File: src/legser_pkg.sv
// Package: constants, types and weight tables for the Legendre series evaluator.
package legser_pkg;

  localparam int MAX_COEFFS = 16;
  localparam int FRAC_BITS  = 16;

  localparam int DATA_W = 32;
  localparam int IDX_W  = $clog2(MAX_COEFFS);
  localparam int CNT_W  = $clog2(MAX_COEFFS + 1);
  localparam int WGT_W  = FRAC_BITS + 2;
  localparam int MULB_W = DATA_W + 1;
  localparam int PROD_W = DATA_W + MULB_W;
  localparam int RND_W  = PROD_W + 1;

  localparam int APB_ADDR_W = 3;
  localparam int APB_DATA_W = 32;

  // register indexes (byte address / 4)
  localparam logic REG_NUM_COEFFS = 1'b0;

  typedef enum logic {
    ACT_WRITE = 1'b0,
    ACT_EVAL  = 1'b1
  } legser_action_e;

  typedef enum logic [3:0] {
    ST_IDLE,
    ST_LOAD_HI,
    ST_LOAD_LO,
    ST_MUL_A,
    ST_MUL_X,
    ST_SUB,
    ST_MUL_W,
    ST_RND_W,
    ST_ADD,
    ST_FIN_MUL,
    ST_FIN_RND,
    ST_FIN_ADD
  } legser_state_e;

  typedef enum logic {
    MA_C1,
    MA_RND
  } legser_mula_e;

  typedef enum logic [1:0] {
    MB_WA,
    MB_WB,
    MB_X
  } legser_mulb_e;

  typedef struct packed {
    legser_mula_e mul_a_sel;
    legser_mulb_e mul_b_sel;
    logic         mul_en;
    logic         rnd_en;
    logic         add_en;
    logic         add_sub;
  } legser_ctrl_t;

  // (nd-1)/nd, rounded to nearest
  function automatic logic [WGT_W-1:0] weight_a(input logic [IDX_W-1:0] nd);
    logic [WGT_W-1:0] w;
    case (nd)
      4'd2:    w = WGT_W'(((1  << FRAC_BITS) + 1) / 2);
      4'd3:    w = WGT_W'(((2  << FRAC_BITS) + 1) / 3);
      4'd4:    w = WGT_W'(((3  << FRAC_BITS) + 2) / 4);
      4'd5:    w = WGT_W'(((4  << FRAC_BITS) + 2) / 5);
      4'd6:    w = WGT_W'(((5  << FRAC_BITS) + 3) / 6);
      4'd7:    w = WGT_W'(((6  << FRAC_BITS) + 3) / 7);
      4'd8:    w = WGT_W'(((7  << FRAC_BITS) + 4) / 8);
      4'd9:    w = WGT_W'(((8  << FRAC_BITS) + 4) / 9);
      4'd10:   w = WGT_W'(((9  << FRAC_BITS) + 5) / 10);
      4'd11:   w = WGT_W'(((10 << FRAC_BITS) + 5) / 11);
      4'd12:   w = WGT_W'(((11 << FRAC_BITS) + 6) / 12);
      4'd13:   w = WGT_W'(((12 << FRAC_BITS) + 6) / 13);
      4'd14:   w = WGT_W'(((13 << FRAC_BITS) + 7) / 14);
      4'd15:   w = WGT_W'(((14 << FRAC_BITS) + 7) / 15);
      default: w = '0;
    endcase
    return w;
  endfunction

  // (2nd-1)/nd, rounded to nearest
  function automatic logic [WGT_W-1:0] weight_b(input logic [IDX_W-1:0] nd);
    logic [WGT_W-1:0] w;
    case (nd)
      4'd2:    w = WGT_W'(((3  << FRAC_BITS) + 1) / 2);
      4'd3:    w = WGT_W'(((5  << FRAC_BITS) + 1) / 3);
      4'd4:    w = WGT_W'(((7  << FRAC_BITS) + 2) / 4);
      4'd5:    w = WGT_W'(((9  << FRAC_BITS) + 2) / 5);
      4'd6:    w = WGT_W'(((11 << FRAC_BITS) + 3) / 6);
      4'd7:    w = WGT_W'(((13 << FRAC_BITS) + 3) / 7);
      4'd8:    w = WGT_W'(((15 << FRAC_BITS) + 4) / 8);
      4'd9:    w = WGT_W'(((17 << FRAC_BITS) + 4) / 9);
      4'd10:   w = WGT_W'(((19 << FRAC_BITS) + 5) / 10);
      4'd11:   w = WGT_W'(((21 << FRAC_BITS) + 5) / 11);
      4'd12:   w = WGT_W'(((23 << FRAC_BITS) + 6) / 12);
      4'd13:   w = WGT_W'(((25 << FRAC_BITS) + 6) / 13);
      4'd14:   w = WGT_W'(((27 << FRAC_BITS) + 7) / 14);
      4'd15:   w = WGT_W'(((29 << FRAC_BITS) + 7) / 15);
      default: w = '0;
    endcase
    return w;
  endfunction

endpackage

File: src/legser_if.sv
// Interfaces: input item channel and result channel of the Legendre series evaluator.
interface legser_in_if;
  logic                                valid;
  logic                                ready;
  logic                                action;
  logic [legser_pkg::IDX_W-1:0]        coef_index;
  logic signed [legser_pkg::DATA_W-1:0] coef_value;
  logic signed [legser_pkg::DATA_W-1:0] x_value;

  modport source (output valid, action, coef_index, coef_value, x_value, input ready);
  modport sink   (input valid, action, coef_index, coef_value, x_value, output ready);
endinterface

interface legser_out_if;
  logic                                valid;
  logic                                ready;
  logic signed [legser_pkg::DATA_W-1:0] series_value;
  logic                                saturated;

  modport source (output valid, series_value, saturated, input ready);
  modport sink   (input valid, series_value, saturated, output ready);
endinterface

File: src/legendre_series_eval_top.sv
// Top level: Legendre series evaluator, Clenshaw recursion on one shared multiplier.
// Usage: a write item (action 0) stores one signed Q16.16 coefficient and gives
// no result. An evaluate item (action 1) gives p(x) = sum c_k L_k(x) over num_coeffs
// coefficients (0 reads as 1, above 16 as 16), saturated, with a flag set if any product,
// sum or difference clipped. An evaluation keeps in_ch.ready low from its transaction until
// its result is written to the output register. Each recursion step runs three products
// through the single 32x33 multiplier, each followed by a rounding/saturation register, plus
// one subtract and one add on the shared adder. The result sits in an output register, so
// new items are taken while it waits; the next evaluation only stalls in its final add if
// the old result is still held.
// The coefficient store resets to all zeros; num_coeffs resets to 1 (APB address 0).
module legendre_series_eval_top (
  input  logic                                    clk_i,
  input  logic                                    rst_ni,
  legser_in_if.sink                               in_ch,
  legser_out_if.source                            out_ch,
  input  logic                                    psel,
  input  logic                                    penable,
  input  logic                                    pwrite,
  input  logic [legser_pkg::APB_ADDR_W-1:0]       paddr,
  input  logic [legser_pkg::APB_DATA_W-1:0]       pwdata,
  output logic [legser_pkg::APB_DATA_W-1:0]       prdata,
  output logic                                    pready
);

  localparam int DW = legser_pkg::DATA_W;
  localparam int IW = legser_pkg::IDX_W;
  localparam int CW = legser_pkg::CNT_W;

  // configuration
  logic [CW-1:0] num_coeffs_q;
  logic          cfg_wr;

  assign pready = 1'b1;
  assign cfg_wr = psel && penable && pwrite && (paddr[2] == legser_pkg::REG_NUM_COEFFS);

  always_ff @(posedge clk_i or negedge rst_ni) begin
    if (!rst_ni) begin
      num_coeffs_q <= CW'(1);
    end else if (cfg_wr) begin
      num_coeffs_q <= pwdata[CW-1:0];
    end
  end

  assign prdata = (paddr[2] == legser_pkg::REG_NUM_COEFFS) ?
                  legser_pkg::APB_DATA_W'(num_coeffs_q) : '0;

  // effective coefficient count, 1..MAX_COEFFS
  logic [CW-1:0] nc;
  always_comb begin
    if (num_coeffs_q == '0) begin
      nc = CW'(1);
    end else if (num_coeffs_q > CW'(legser_pkg::MAX_COEFFS)) begin
      nc = CW'(legser_pkg::MAX_COEFFS);
    end else begin
      nc = num_coeffs_q;
    end
  end

  legser_pkg::legser_state_e state_q, state_d;
  legser_pkg::legser_ctrl_t  ctrl;

  logic in_acc, out_free;
  assign in_ch.ready = (state_q == legser_pkg::ST_IDLE);
  assign in_acc      = in_ch.valid && in_ch.ready;

  logic out_valid_q;
  assign out_free = !out_valid_q || out_ch.ready;

  // coefficient store
  logic signed [DW-1:0] store_q [legser_pkg::MAX_COEFFS];
  logic [IW-1:0]        rd_addr;
  logic signed [DW-1:0] rd_data;

  always_ff @(posedge clk_i or negedge rst_ni) begin
    if (!rst_ni) begin
      for (int i = 0; i < legser_pkg::MAX_COEFFS; i++) begin
        store_q[i] <= '0;
      end
    end else if (in_acc && (in_ch.action == legser_pkg::ACT_WRITE) &&
                 (CW'(in_ch.coef_index) < CW'(legser_pkg::MAX_COEFFS))) begin
      store_q[IW'(in_ch.coef_index)] <= in_ch.coef_value;
    end
  end

  logic [IW-1:0] k_q;

  always_comb begin
    case (state_q)
      legser_pkg::ST_LOAD_HI: rd_addr = IW'(nc - CW'(1));
      legser_pkg::ST_LOAD_LO: rd_addr = (nc >= CW'(2)) ? IW'(nc - CW'(2)) : '0;
      default:                rd_addr = k_q;
    endcase
  end
  assign rd_data = store_q[rd_addr];

  // next state
  always_comb begin
    state_d = state_q;
    case (state_q)
      legser_pkg::ST_IDLE: begin
        if (in_acc && (in_ch.action == legser_pkg::ACT_EVAL)) state_d = legser_pkg::ST_LOAD_HI;
      end
      legser_pkg::ST_LOAD_HI: state_d = legser_pkg::ST_LOAD_LO;
      legser_pkg::ST_LOAD_LO: begin
        state_d = (nc >= CW'(3)) ? legser_pkg::ST_MUL_A : legser_pkg::ST_FIN_MUL;
      end
      legser_pkg::ST_MUL_A:   state_d = legser_pkg::ST_MUL_X;
      legser_pkg::ST_MUL_X:   state_d = legser_pkg::ST_SUB;
      legser_pkg::ST_SUB:     state_d = legser_pkg::ST_MUL_W;
      legser_pkg::ST_MUL_W:   state_d = legser_pkg::ST_RND_W;
      legser_pkg::ST_RND_W:   state_d = legser_pkg::ST_ADD;
      legser_pkg::ST_ADD: begin
        state_d = (k_q == '0) ? legser_pkg::ST_FIN_MUL : legser_pkg::ST_MUL_A;
      end
      legser_pkg::ST_FIN_MUL: state_d = legser_pkg::ST_FIN_RND;
      legser_pkg::ST_FIN_RND: state_d = legser_pkg::ST_FIN_ADD;
      legser_pkg::ST_FIN_ADD: begin
        if (out_free) state_d = legser_pkg::ST_IDLE;
      end
      default: state_d = legser_pkg::ST_IDLE;
    endcase
  end

  always_ff @(posedge clk_i or negedge rst_ni) begin
    if (!rst_ni) begin
      state_q <= legser_pkg::ST_IDLE;
    end else begin
      state_q <= state_d;
    end
  end

  // datapath control
  always_comb begin
    ctrl = '{mul_a_sel: legser_pkg::MA_C1, mul_b_sel: legser_pkg::MB_X,
             mul_en: 1'b0, rnd_en: 1'b0, add_en: 1'b0, add_sub: 1'b0};
    case (state_q)
      legser_pkg::ST_MUL_A: begin
        ctrl.mul_en    = 1'b1;
        ctrl.mul_b_sel = legser_pkg::MB_WA;
      end
      legser_pkg::ST_MUL_X: begin
        ctrl.mul_en = 1'b1;
        ctrl.rnd_en = 1'b1;
      end
      legser_pkg::ST_SUB: begin
        ctrl.rnd_en  = 1'b1;
        ctrl.add_en  = 1'b1;
        ctrl.add_sub = 1'b1;
      end
      legser_pkg::ST_MUL_W: begin
        ctrl.mul_en    = 1'b1;
        ctrl.mul_a_sel = legser_pkg::MA_RND;
        ctrl.mul_b_sel = legser_pkg::MB_WB;
      end
      legser_pkg::ST_RND_W:   ctrl.rnd_en = 1'b1;
      legser_pkg::ST_ADD:     ctrl.add_en = 1'b1;
      legser_pkg::ST_FIN_MUL: ctrl.mul_en = 1'b1;
      legser_pkg::ST_FIN_RND: ctrl.rnd_en = 1'b1;
      legser_pkg::ST_FIN_ADD: ctrl.add_en = out_free;
      default: ;
    endcase
  end

  // shared multiplier
  logic signed [DW-1:0]                     c0_q, c1_q, t_q, x_q, r_q;
  logic signed [legser_pkg::PROD_W-1:0]     p_q, prod;
  logic signed [DW-1:0]                     mul_a;
  logic signed [legser_pkg::MULB_W-1:0]     mul_b;
  logic [IW-1:0]                            nd;

  assign nd = k_q + IW'(2);

  always_comb begin
    mul_a = (ctrl.mul_a_sel == legser_pkg::MA_RND) ? r_q : c1_q;
    case (ctrl.mul_b_sel)
      legser_pkg::MB_WA: mul_b = $signed(legser_pkg::MULB_W'(legser_pkg::weight_a(nd)));
      legser_pkg::MB_WB: mul_b = $signed(legser_pkg::MULB_W'(legser_pkg::weight_b(nd)));
      legser_pkg::MB_X:  mul_b = $signed({x_q[DW-1], x_q});
      default:           mul_b = '0;
    endcase
  end

  assign prod = mul_a * mul_b;

  // round half up, floor shift, saturate
  logic signed [legser_pkg::RND_W-1:0] rnd_sum, rnd_shf;
  logic signed [DW-1:0]                rnd_val;
  logic                                rnd_clip;

  always_comb begin
    rnd_sum = legser_pkg::RND_W'(p_q) +
              (legser_pkg::RND_W'(1) <<< (legser_pkg::FRAC_BITS - 1));
    rnd_shf = rnd_sum >>> legser_pkg::FRAC_BITS;
    rnd_clip = (rnd_shf[legser_pkg::RND_W-1:DW-1] != '0) &&
               (rnd_shf[legser_pkg::RND_W-1:DW-1] != '1);
    if (rnd_clip) begin
      rnd_val = rnd_shf[legser_pkg::RND_W-1] ? {1'b1, {(DW-1){1'b0}}} : {1'b0, {(DW-1){1'b1}}};
    end else begin
      rnd_val = rnd_shf[DW-1:0];
    end
  end

  // shared adder: coefficient minus product, or c0 plus product
  logic signed [DW:0]   add_a, add_b, add_sum;
  logic signed [DW-1:0] add_val;
  logic                 add_clip;

  always_comb begin
    add_a    = ctrl.add_sub ? {rd_data[DW-1], rd_data} : {c0_q[DW-1], c0_q};
    add_b    = {r_q[DW-1], r_q};
    add_sum  = ctrl.add_sub ? (add_a - add_b) : (add_a + add_b);
    add_clip = (add_sum[DW] != add_sum[DW-1]);
    if (add_clip) begin
      add_val = add_sum[DW] ? {1'b1, {(DW-1){1'b0}}} : {1'b0, {(DW-1){1'b1}}};
    end else begin
      add_val = add_sum[DW-1:0];
    end
  end

  logic flag_q;

  always_ff @(posedge clk_i or negedge rst_ni) begin
    if (!rst_ni) begin
      flag_q <= 1'b0;
      k_q    <= '0;
    end else begin
      if (in_acc) begin
        flag_q <= 1'b0;
      end else if ((ctrl.rnd_en && rnd_clip) || (ctrl.add_en && add_clip)) begin
        flag_q <= 1'b1;
      end
      if (state_q == legser_pkg::ST_LOAD_LO) begin
        k_q <= IW'(nc - CW'(3));
      end else if ((state_q == legser_pkg::ST_ADD) && (k_q != '0)) begin
        k_q <= k_q - IW'(1);
      end
    end
  end

  always_ff @(posedge clk_i) begin
    if (in_acc) x_q <= in_ch.x_value;
    if (ctrl.mul_en) p_q <= prod;
    if (ctrl.rnd_en) r_q <= rnd_val;
    case (state_q)
      legser_pkg::ST_LOAD_HI: c1_q <= (nc >= CW'(2)) ? rd_data : '0;
      legser_pkg::ST_LOAD_LO: c0_q <= rd_data;
      legser_pkg::ST_SUB:     t_q  <= add_val;
      legser_pkg::ST_ADD: begin
        c1_q <= add_val;
        c0_q <= t_q;
      end
      default: ;
    endcase
  end

  // result register
  logic signed [DW-1:0] series_q;
  logic                 sat_q;

  always_ff @(posedge clk_i or negedge rst_ni) begin
    if (!rst_ni) begin
      out_valid_q <= 1'b0;
    end else if ((state_q == legser_pkg::ST_FIN_ADD) && out_free) begin
      out_valid_q <= 1'b1;
    end else if (out_ch.ready) begin
      out_valid_q <= 1'b0;
    end
  end

  always_ff @(posedge clk_i) begin
    if ((state_q == legser_pkg::ST_FIN_ADD) && out_free) begin
      series_q <= add_val;
      sat_q    <= flag_q | add_clip;
    end
  end

  assign out_ch.valid        = out_valid_q;
  assign out_ch.series_value = series_q;
  assign out_ch.saturated    = sat_q;

`ifndef ASSERT_OFF
  a_result_from_final_add: assert property (@(posedge clk_i) disable iff (!rst_ni)
    $rose(out_valid_q) |-> $past(state_q == legser_pkg::ST_FIN_ADD))
    else $error("result appeared without a final add");

  a_eval_starts_load: assert property (@(posedge clk_i) disable iff (!rst_ni)
    (in_acc && (in_ch.action == legser_pkg::ACT_EVAL)) |=> (state_q == legser_pkg::ST_LOAD_HI))
    else $error("evaluate transaction did not start the sequencer");

  a_last_step_finishes: assert property (@(posedge clk_i) disable iff (!rst_ni)
    ((state_q == legser_pkg::ST_ADD) && (k_q == '0)) |=> (state_q == legser_pkg::ST_FIN_MUL))
    else $error("recursion did not end after degree zero");
`endif

endmodule
File: src/flat_wrapper.sv
// flat-port wrapper written by rule: the top's interface ports become plain ports
module legendre_series_eval_top_flat 
  (clk_i, rst_ni, psel, penable, pwrite, paddr, pwdata, prdata, pready, in_ch_valid, in_ch_action, in_ch_coef_index, in_ch_coef_value, in_ch_x_value, in_ch_ready, out_ch_valid, out_ch_series_value, out_ch_saturated, out_ch_ready);
  legser_in_if in_ch_i ();
  legser_out_if out_ch_i ();
  input  logic clk_i;
  input  logic rst_ni;
  input  logic psel;
  input  logic penable;
  input  logic pwrite;
  input  logic [legser_pkg::APB_ADDR_W-1:0] paddr;
  input  logic [legser_pkg::APB_DATA_W-1:0] pwdata;
  output logic [legser_pkg::APB_DATA_W-1:0] prdata;
  output logic pready;
  input wire logic [$bits(in_ch_i.valid)-1:0] in_ch_valid;
  input wire logic [$bits(in_ch_i.action)-1:0] in_ch_action;
  input wire logic [$bits(in_ch_i.coef_index)-1:0] in_ch_coef_index;
  input wire logic [$bits(in_ch_i.coef_value)-1:0] in_ch_coef_value;
  input wire logic [$bits(in_ch_i.x_value)-1:0] in_ch_x_value;
  output wire logic [$bits(in_ch_i.ready)-1:0] in_ch_ready;
  output wire logic [$bits(out_ch_i.valid)-1:0] out_ch_valid;
  output wire logic [$bits(out_ch_i.series_value)-1:0] out_ch_series_value;
  output wire logic [$bits(out_ch_i.saturated)-1:0] out_ch_saturated;
  input wire logic [$bits(out_ch_i.ready)-1:0] out_ch_ready;
  assign in_ch_i.valid = in_ch_valid;
  assign in_ch_i.action = in_ch_action;
  assign in_ch_i.coef_index = in_ch_coef_index;
  assign in_ch_i.coef_value = in_ch_coef_value;
  assign in_ch_i.x_value = in_ch_x_value;
  assign in_ch_ready = in_ch_i.ready;
  assign out_ch_valid = out_ch_i.valid;
  assign out_ch_series_value = out_ch_i.series_value;
  assign out_ch_saturated = out_ch_i.saturated;
  assign out_ch_i.ready = out_ch_ready;
  legendre_series_eval_top u_core (.clk_i(clk_i), .rst_ni(rst_ni), .in_ch(in_ch_i), .out_ch(out_ch_i), .psel(psel), .penable(penable), .pwrite(pwrite), .paddr(paddr), .pwdata(pwdata), .prdata(prdata), .pready(pready));
endmodule
File: config.mk
export PLATFORM = sky130hd
export DESIGN_NAME = legendre_series_eval_top_flat
export DESIGN_NICKNAME = d
export VERILOG_FILES = /design/src/legser_pkg.sv /design/src/legser_if.sv /design/src/legendre_series_eval_top.sv /design/src/flat_wrapper.sv
export SDC_FILE = /design/constraint.sdc
export NUM_CORES = 2
export LEC_CHECK = 0
export BUFFER_PORTS_ARGS = -buffer_cell sky130_fd_sc_hd__buf_2
export CAP_MARGIN = 20
export CELL_PAD_IN_SITES_DETAIL_PLACEMENT = 0
export CELL_PAD_IN_SITES_GLOBAL_PLACEMENT = 1
export CORE_MARGIN = 3
export CORE_UTILIZATION = 56
export DETAILED_ROUTE_END_ITERATION = 8
export PLACE_DENSITY_LB_ADDON = 0.1
export SYNTH_ARGS = -nofsm -noshare
export SYNTH_HDL_FRONTEND = slang
export SYNTH_SLANG_ARGS = --single-unit
File: constraint.sdc
create_clock -name clk_i -period 22.8 [get_ports clk_i]
set_input_delay 4.56 -clock clk_i [delete_from_list [all_inputs] [get_ports clk_i]]
set_output_delay 4.56 -clock clk_i [all_outputs]
set_load 0.1 [all_outputs]
==> impl_metrics.tcl <==
set metrics [dict create \
    grt_antenna_before_repair 10 \
    outcome "completed" \
    worst_slew_pin_slew_ps 1238 \
    drtAntennaViolNets 0 \
    worstSetupEndpointType "register" \
    cap_violations 0 \
    die_h_um 368.7 \
    async_reset_ff_frac 0.6844 \
    relSlewSlack 0.1659 \
    drc 0 \
    syn_to_final_growth_pct 7.360 \
    path_max_fanout 45 \
    clk_pin_slew_ps 60 \
    cts-root-buf "clkbuf_16" \
    holdWs_ps 461.1 \
    die_width_um 368.7 \
    start_kind "register" \
    grt_max_degree 127 \
    grt-ovfl-total 0 \
    coreArea_sq_um 130100 \
    cts-hold-fix-buffers 0 \
    ios 179 \
    slew_viol_final 0 \
    die-area_sq_um 136000 \
    final_common_cell "nand2_1" \
    firstDrtPassIters 6 \
    skew_ps 100.7 \
    seq_area_frac_synth 0.2780 \
    postSynthAreaPerCell_sq_um 9.962 \
    hold_viol 0 \
    avgViaCountPerCell 5.957 \
    fmax_mhz 83.56 \
    period_needed_ps 11970 \
    clk_latency_ps 750 \
    place.gp.congestion 0.9690 \
    hpwlAfterDp_mm 159.3 \
    grt_usage 0.3402 \
    syn_inst 7396 \
    setup_tns_ps 0 \
    postCtsSetupRepairBufs 0 \
    wl_per_cell_um 24.76 \
    cts.sinks 770 \
    synth_cell_types 96 \
    required_ps 23240 \
    synth_edf_count 243 \
    first_global_vias 55027 \
    cts_resized 0 \
    final_cell_mix "nand2_1, fa_1, inv_1, mux2_2, dfrtp_1" \
    grt_pass1_wl_mm 346.5 \
    final.period_utilization 0.5249 \
    timing_worst_setup_path_type "reg2reg" \
    cts-buffers-inserted 87 \
    h-tree-depth 3 \
    hp-class "reg2reg" \
    fp-row-count 132 \
    critical_path_arrival_ps 12400 \
    drive_above_1_share 0.1428 \
    synth-seq-cells 770 \
    cts_tree "yes" \
    syn_area_sq_um 73680 \
    fin_nets 8755 \
    vias 54408 \
    io_buffers 121 \
    finalSetupViolCount 0 \
    clk_path_buf_depth 3 \
    initial_utilization 0.5661 \
    drt_wl_total_mm 226.2 \
    initialDrtViolationCount 5065 \
    rsz0062_at_grt "false" \
    yosysWarnings 0 \
    ys.flop_type "dfrtp_1" \
]
## stage by stage
stage	setup slack [ps]	instance area (sq um)	util	std cells
after floorplan	12340	73780	-	7422
after global placement	11130	76130	0.5850	8972
after detailed placement	11070	76130	0.5850	8972
after CTS	10970	79060	0.6075	9130
after global routing	10260	79100	0.6078	9132
final	10830	79100	0.6078	9134
## sequential cells by signal (all words and copies together), names as in the netlist
signal                      count
u_core.state_q                  4
u_core.r_q                     32
u_core.c0_q                    32
u_core.out_ch.valid             1
u_core.t_q                     32
u_core.c1_q                    32
u_core.p_q                     50
u_core.flag_q                   1
u_core.x_q                     32
u_core.out_ch.saturated         1
u_core.num_coeffs_q             5
u_core.store_q                512
u_core.out_ch.series_value     32
u_core.k_q                      4
## layout make-up
cell class | count | area (sq um)
clock inverter | 44 | 531.8
timing repair buffer | 264 | 1732
clock buffer | 114 | 2399
fill | 11269 | 51040
multi-input combinational | 5143 | 47810
inverter | 1055 | 3960
sequential | 770 | 20490
antenna | 2 | 5.005
tap | 1742 | 2180
## final timing paths
check | start | slack [ps] | depth (start not counted) | end
setup / recovery | u_core.state_q[0] | 10830 | 25 | u_core.p_q[61]
hold / removal | u_core.t_q[13] | 460 | 2 | u_core.c0_q[13]
setup reg to reg | u_core.state_q[0] | 10830 | 25 | u_core.p_q[61]
hold reg to reg | u_core.t_q[13] | 460 | 2 | u_core.c0_q[13]
max in group asynchronous | rst_ni | 16890 | 4 | u_core.store_q[442]
min in group asynchronous | rst_ni | 3900 | 1 | u_core.store_q[270]
## cell families (layout without fill, tap and decap cells)
group	Yosys count	count (layout)	synth area share
other cells	2	30	0.0001019
flops	770	770	0.2780
fa+ha+maj	1327	1327	0.3363
xor+xnor	162	162	0.01951
simple gates	2336	2336	0.1338
buf+inv	1509	1477	0.07890
compound gates	698	698	0.06321
mux	592	592	0.09009
## Yosys cell counts (31+ instances only)
master | number | area share
nor2_1 | 524 | 0.027
a311oi_1 | 85 | 0.010
nand3_1 | 187 | 0.013
clkbuf_1 | 332 | 0.017
mux2_2 | 549 | 0.084
mux2i_1 | 41 | 0.0056
o21ai_0 | 140 | 0.0095
nor3_1 | 44 | 0.0030
a21oi_1 | 174 | 0.012
a31oi_1 | 37 | 0.0031
fa_1 | 1090 | 0.30
edfxtp_1 | 243 | 0.099
buf_4 | 35 | 0.0036
ha_1 | 233 | 0.040
dfrtp_1 | 526 | 0.18
nand2_1 | 1305 | 0.066
and3_1 | 79 | 0.0067
buf_1 | 73 | 0.0037
nand2b_1 | 31 | 0.0026
xnor2_1 | 90 | 0.011
a21o_1 | 66 | 0.0067
inv_1 | 1052 | 0.054
xor2_1 | 71 | 0.0084
## routing by layer
layer / share of wire / track usage
met5: 0.00020 / 0
met4: 0.039 / 0.1139
met3: 0.10 / 0.08201
met2: 0.43 / 0.4955
met1: 0.43 / 0.5024
## critical path, cell delays in order (launching register included)
cell and delay [ps]:
dfrtp_1 820, xor2_1 280, nand2_2 720, buf_4 480, and2_1 830, nand2_1 210, inv_1 170, fa_1 450
fa_1 490, fa_1 690, inv_1 370, fa_1 590, inv_1 60, fa_1 490, fa_1 570, fa_1 450
fa_1 470, ha_1 450, and3_1 220, nand2_1 100, or4_1 560, o21ai_0 970, nor2_1 300, a21oi_1 310
nor2_1 120, o311ai_0 430
Power is left out: the tool's default activity adds up to more than one toggle a clock period on the data nets, which glitch-free logic cannot reach.
